### src/design/vqs_pkg.sv
// Package for the VQS transform unit: lane geometry, payload structs, register indexes.
package vqs_pkg;
	localparam int LANE_WIDTH = 16;
	localparam int VFRAC = LANE_WIDTH - 8;
	localparam int QFRAC = LANE_WIDTH - 2;
	localparam int VEC_W = 48;
	localparam int QUAT_W = 64;
	localparam int CFG_W = 64;
	localparam int IDX_W = 2;
	localparam int QDEPTH = 4;
	localparam int QPTR_W = 2;

	localparam logic [IDX_W-1:0] REG_TRANSLATION = 2'd0;
	localparam logic [IDX_W-1:0] REG_ROTATION = 2'd1;
	localparam logic [IDX_W-1:0] REG_SCALE = 2'd2;

	localparam logic [VEC_W-1:0] TRANSLATION_RST = '0;
	localparam logic [QUAT_W-1:0] ROTATION_RST = QUAT_W'(1) << (QFRAC + 3 * LANE_WIDTH);
	localparam logic [VEC_W-1:0] SCALE_RST = (VEC_W'(1) << VFRAC)
		| (VEC_W'(1) << (VFRAC + LANE_WIDTH)) | (VEC_W'(1) << (VFRAC + 2 * LANE_WIDTH));

	typedef logic signed [LANE_WIDTH-1:0] lane_t;

	typedef struct packed {
		logic func;
		logic [VEC_W-1:0] vector_in;
		logic [QUAT_W-1:0] other_rotation;
		logic [VEC_W-1:0] other_scale;
	} in_beat_t;

	typedef struct packed {
		logic [VEC_W-1:0] vector_out;
		logic [QUAT_W-1:0] rotation_out;
		logic [VEC_W-1:0] scale_out;
	} out_beat_t;

	// front-to-back queue control
	typedef struct packed {
		logic push;
		logic pop;
	} q_ctl_t;

	function automatic lane_t sat_lane(input logic signed [63:0] x);
		logic signed [63:0] hi;
		logic signed [63:0] lo;
		hi = (64'sd1 <<< (LANE_WIDTH - 1)) - 64'sd1;
		lo = -hi - 64'sd1;
		if (x > hi) return lane_t'(hi);
		if (x < lo) return lane_t'(lo);
		return lane_t'(x);
	endfunction

	// floor((x + half) / 2^n), n >= 1
	function automatic logic signed [63:0] rnd(input logic signed [63:0] x, input int n);
		logic signed [63:0] y;
		y = x + (64'sd1 <<< (n - 1));
		return y >>> n;
	endfunction

	function automatic lane_t lane_of(input logic [QUAT_W-1:0] w, input int k);
		return lane_t'(w[k*LANE_WIDTH +: LANE_WIDTH]);
	endfunction
endpackage

### src/design/vqs_front.sv
// Front end: captures accepted items into a short queue.
module vqs_front (
	input  logic               clk,
	input  logic               arst_n,
	input  logic               start,
	input  vqs_pkg::in_beat_t  item,
	input  logic               pop,
	output logic               busy,
	output logic               q_valid,
	output vqs_pkg::in_beat_t  q_head
);
	vqs_pkg::in_beat_t mem_q [vqs_pkg::QDEPTH];
	logic [vqs_pkg::QPTR_W-1:0] wr_q, rd_q;
	logic [vqs_pkg::QPTR_W:0] cnt_q;
	vqs_pkg::q_ctl_t ctl;

	assign busy = (cnt_q == (vqs_pkg::QPTR_W+1)'(vqs_pkg::QDEPTH));
	assign ctl.push = start && !busy;
	assign ctl.pop = pop && q_valid;
	assign q_valid = (cnt_q != '0);
	assign q_head = mem_q[rd_q];

	always_ff @(posedge clk) begin
		if (ctl.push) mem_q[wr_q] <= item;
	end

	always_ff @(posedge clk or negedge arst_n) begin
		if (!arst_n) begin
			wr_q <= '0;
			rd_q <= '0;
			cnt_q <= '0;
		end else begin
			if (ctl.push) wr_q <= wr_q + 1'b1;
			if (ctl.pop) rd_q <= rd_q + 1'b1;
			case ({ctl.push, ctl.pop})
				2'b10: cnt_q <= cnt_q + 1'b1;
				2'b01: cnt_q <= cnt_q - 1'b1;
				default: cnt_q <= cnt_q;
			endcase
		end
	end
endmodule

### config.mk
export PLATFORM = sky130hd
export DESIGN_NAME = vqs_front
export DESIGN_NICKNAME = d
export VERILOG_FILES = /design/src/design/vqs_pkg.sv /design/src/design/vqs_front.sv
export SDC_FILE = /design/constraint.sdc
export NUM_CORES = 1
export LEC_CHECK = 0
export ABC_AREA = 1
export ABC_CLOCK_PERIOD_IN_PS = 13600
export BUFFER_PORTS_ARGS = -buffer_cell sky130_fd_sc_hd__clkbuf_2
export CORE_MARGIN = 2
export CORE_UTILIZATION = 45
export DETAILED_ROUTE_END_ITERATION = 10
export PLACE_DENSITY = 0.63
export SETUP_SLACK_MARGIN = 0.2
export SLEW_MARGIN = 0
export SYNTH_ARGS = -nofsm -noshare
export SYNTH_HDL_FRONTEND = slang
export SYNTH_SLANG_ARGS = --single-unit
### constraint.sdc
create_clock -name clk -period 13.6 [get_ports clk]
set_input_delay 0.68 -clock clk [delete_from_list [all_inputs] [get_ports clk]]
set_output_delay 0.68 -clock clk [all_outputs]
set_load 0.02 [all_outputs]
==> impl_results.md <==
- Sw Ratio: around 37%
- Peak supply drop: around 0.00014 V
- Area leader, netlist: edfxtp_1
- Sequential group share of total power: approximately two fifths
- Part of the power in combinational logic: 34.6%
- Worst-skew pair later-pin latency: 0.59 ns
- Cell family with most CP delay: buffers and inverters
- Via Count: ~15000
- Kind of critical path: register to primary output
- DP Cell Count: roughly 2900
- Mapped cell area: 26200 µm²
- Total wire length: 54700 µm
- DP HPWL: 31800 µm
- Type of the tightest min-delay check: input port to register
- Syn Inst Count: between 1500 and 2000
- CP Capture Point: q_head[60]
- Part of the Yosys area used for sequential elements: 74.5%
- Pin count of the biggest net entering global routing: between 200 and 250
- Die height: approximately 250 µm
- Register bit count reported by yosys: roughly 650
- Buf+Inv Stages, Crit Path: 4
- Cell area power density: 230 nW/µm²
- Port bufs: between 300 and 400
- Antenna viol nets, final: 0
- Slowest stage delay, CP: 0.86 ns
- CTS root buf: clkbuf_16
- Syn Nets: 2109
- H-tree depth: 3
- CTS Sinks: between 600 and 700
- Core area: ~58000 µm²
- Worst R2R Start: cnt_q[1]
- Setup TNS: 0 ns
- Period utilization: between 30% and 40%
- Initial antenna violation count: 6
- CP max FO: roughly 210
- Layout cells sized above 1: approximately a fifth
- NetSw: about 0.0026 W
- Clock skew: between 0.02 and 0.025 ns
- Total track usage: 18.0%
- Total grt overflow: 0
- Final hold vios: 0
- Critical Path Source Type: register
- # DRC: 0
- Minimum clock period: approximately 4.5 ns
- Layout area overhead: 15.2%
- CTS tree: built
- Start point of the critical path: rd_q[0]
- Worst Tran Pin Value: 1.28 ns
- Crit path cell chain: inv_16 -> buf_4 -> buf_4 -> nand2_1 -> o211ai_1 -> nand2_1 -> clkbuf_2
- Post-CTS Setup Inserts: 0
- Worst endpoint required time: roughly 13 ns
- Synth top area share: ~74%
- Syn avg cell area: around 14 µm²
- Max-cap viol count: 0
- WL per Instance: between 15 and 20 µm
- Post-Layout Cell Count: around 3000
- Layout fillers: 4817
- Slowest-stage cell, CP: buf_4
- Slack of the worst reg-to-reg path: roughly 10 ns
- Initial DRC Count: approximately 860
- Unique masters post-synth: 19
- Outcome: finished clean
- First-pass GRT wire length: between 80000 and 90000 µm
- Most frequent cells in the layout: 644 x edfxtp_1, 501 x nand2_1, 336 x inv_1, 327 x clkbuf_2, 322 x o211ai_1
- Initial Utilization: 45.5%
- Syn. warnings: 0
- Placer congestion estimate: around 0.73
- R2R depth: 6
- Slew margin rel.: about 14%
- Row cnt: slightly below 90
- Crit. End Element: primary output
- IO Pins: between 300 and 400
- Die X: approximately 250 µm
- Cell depth of the worst setup path: 7
- Top cells by area, synth: edfxtp_1 74%, o211ai_1 9.2%, nand2_1 7.2%
- Via count of the first global-routing pass: approximately 15000
- RR Endpoint: mem_q[0][52]
- Slew Limit Fails: 0
- Reg clk slew, reported paths: about 0.06 ns
- Number of iterations in the first detailed-routing pass: 4
- Clk network pwr share: between 20% and 30%
- Die Area: around 60000 µm²
- Worst endpoint data arrival time: 3.83 ns
- CTS Buf Count: 69
- Final Core Density: about 52%
- Final Net Count: 2421
- Max Fclk: 222 MHz
- Final setup violating endpoints: 0
- RSZ-0062 raised after global routing: no
- Lkg Pwr: between 10 and 15 nW
- CTS max path bufs: 3
- Pint: approximately 0.0044 W
- Commonest non-fill, non-tap cell in the layout: edfxtp_1
- Vias per cell: 4.96
cell type report:
class / count / area, µm² / share of cell area (%)
sequential: 651 / 19500 / 64.7
antenna: 1 / 2.50 / 0.00829
tap: 765 / 957 / 3.17
multi-input combinational: 843 / 4480 / 14.8
clock inverter: 30 / 318 / 1.05
inverter: 338 / 1290 / 4.27
clock buffer: 85 / 1830 / 6.06
timing repair buffer: 347 / 1790 / 5.93
through the flow:
stage / setup slack (ns) / cell area [µm²] / hold WS, ns / power (W)
finish: 9.09 / 30200 / 0.301 / 0.00695
floorplan: 5.41 / 26200 / 0.384 / 0.00463
global placement: 9.84 / 28000 / 0.469 / 0.00518
global route: 8.73 / 30200 / 0.279 / 0.00735
detailed placement: 9.71 / 28000 / 0.479 / 0.00522
CTS: 9.06 / 30200 / 0.263 / 0.00704
synthesized netlist by cell type:
cell type and instances:
clkbuf_1 8, nand2_1 501, buf_6 37, inv_1 336, ha_1 5, xnor2_1 1, o211ai_1 322, clkbuf_8 21
edfxtp_1 644, inv_2 1, buf_2 28, dfrtp_1 7, nand4_1 1, fa_1 1, nor2_1 4, inv_4 1
o21ai_0 1, nand3_1 7, buf_4 12
layer usage:
layer	track usage [%]	wire, µm	vias up
li1	-	-	7405
met1	23.5	23400	7334
met2	29.0	25900	360
met3	5.47	4300	81
met4	5.76	1070	10
met5	0	65	-
cell families (layout without fill, tap and decap cells):
family,count (synthesis),after routing,synth area share (%)
buffers and inverters,444,800,8.54
DFF,651,651,74.5
other,0,1,0
and+or+nand+nor,513,513,7.39
xor gates and xnor gates,1,1,0.0334
AOI/OAI and AO/OA,323,323,9.25
adders and majority gates,6,6,0.315
what timing repair did:
| action | in CTS | in global routing |
|---|---|---|
| hold endpoints to repair | 7 | 0 |
| resized for setup | 0 | 0 |
| hold buffers | 1 | 0 |
power groups by stage:
stage / Combinational (W) / Clock (W) / Sequential [W]
floorplan: 0.00179 / 0 / 0.00285
global placement: 0.00241 / 0 / 0.00277
detailed placement: 0.00244 / 0 / 0.00278
CTS: 0.00245 / 0.00185 / 0.00274
global route: 0.00265 / 0.00193 / 0.00277
finish: 0.00241 / 0.00180 / 0.00274
worst min path at each step:
stage / start / endpoint / slack [ns] / cells past startpoint
after detailed placement: cnt_q[0] / cnt_q[0] / 0.48 / 1
after global routing: item[101] / mem_q[0][101] / 0.28 / 1
after global placement: cnt_q[0] / cnt_q[0] / 0.47 / 1
final: item[132] / mem_q[1][132] / 0.30 / 1
after CTS: item[126] / mem_q[3][126] / 0.26 / 1
after floorplan: arst_n / cnt_q[0] / 0.38 / 0
worst reg2reg max path: cells and delay by family (launching register included):
family | cells | cell delay, ns
buffers and inverters | 3 | 1.73
flip-flops | 1 | 0.36
AND/OR/NAND/NOR | 3 | 0.91
registers in the layout (all words and copies together) (netlist names):
| signal | count |
|---|---|
| wr_q | 2 |
| rd_q | 2 |
| cnt_q | 3 |
| mem_q | 644 |
Power figures use the tool's default switching activity.
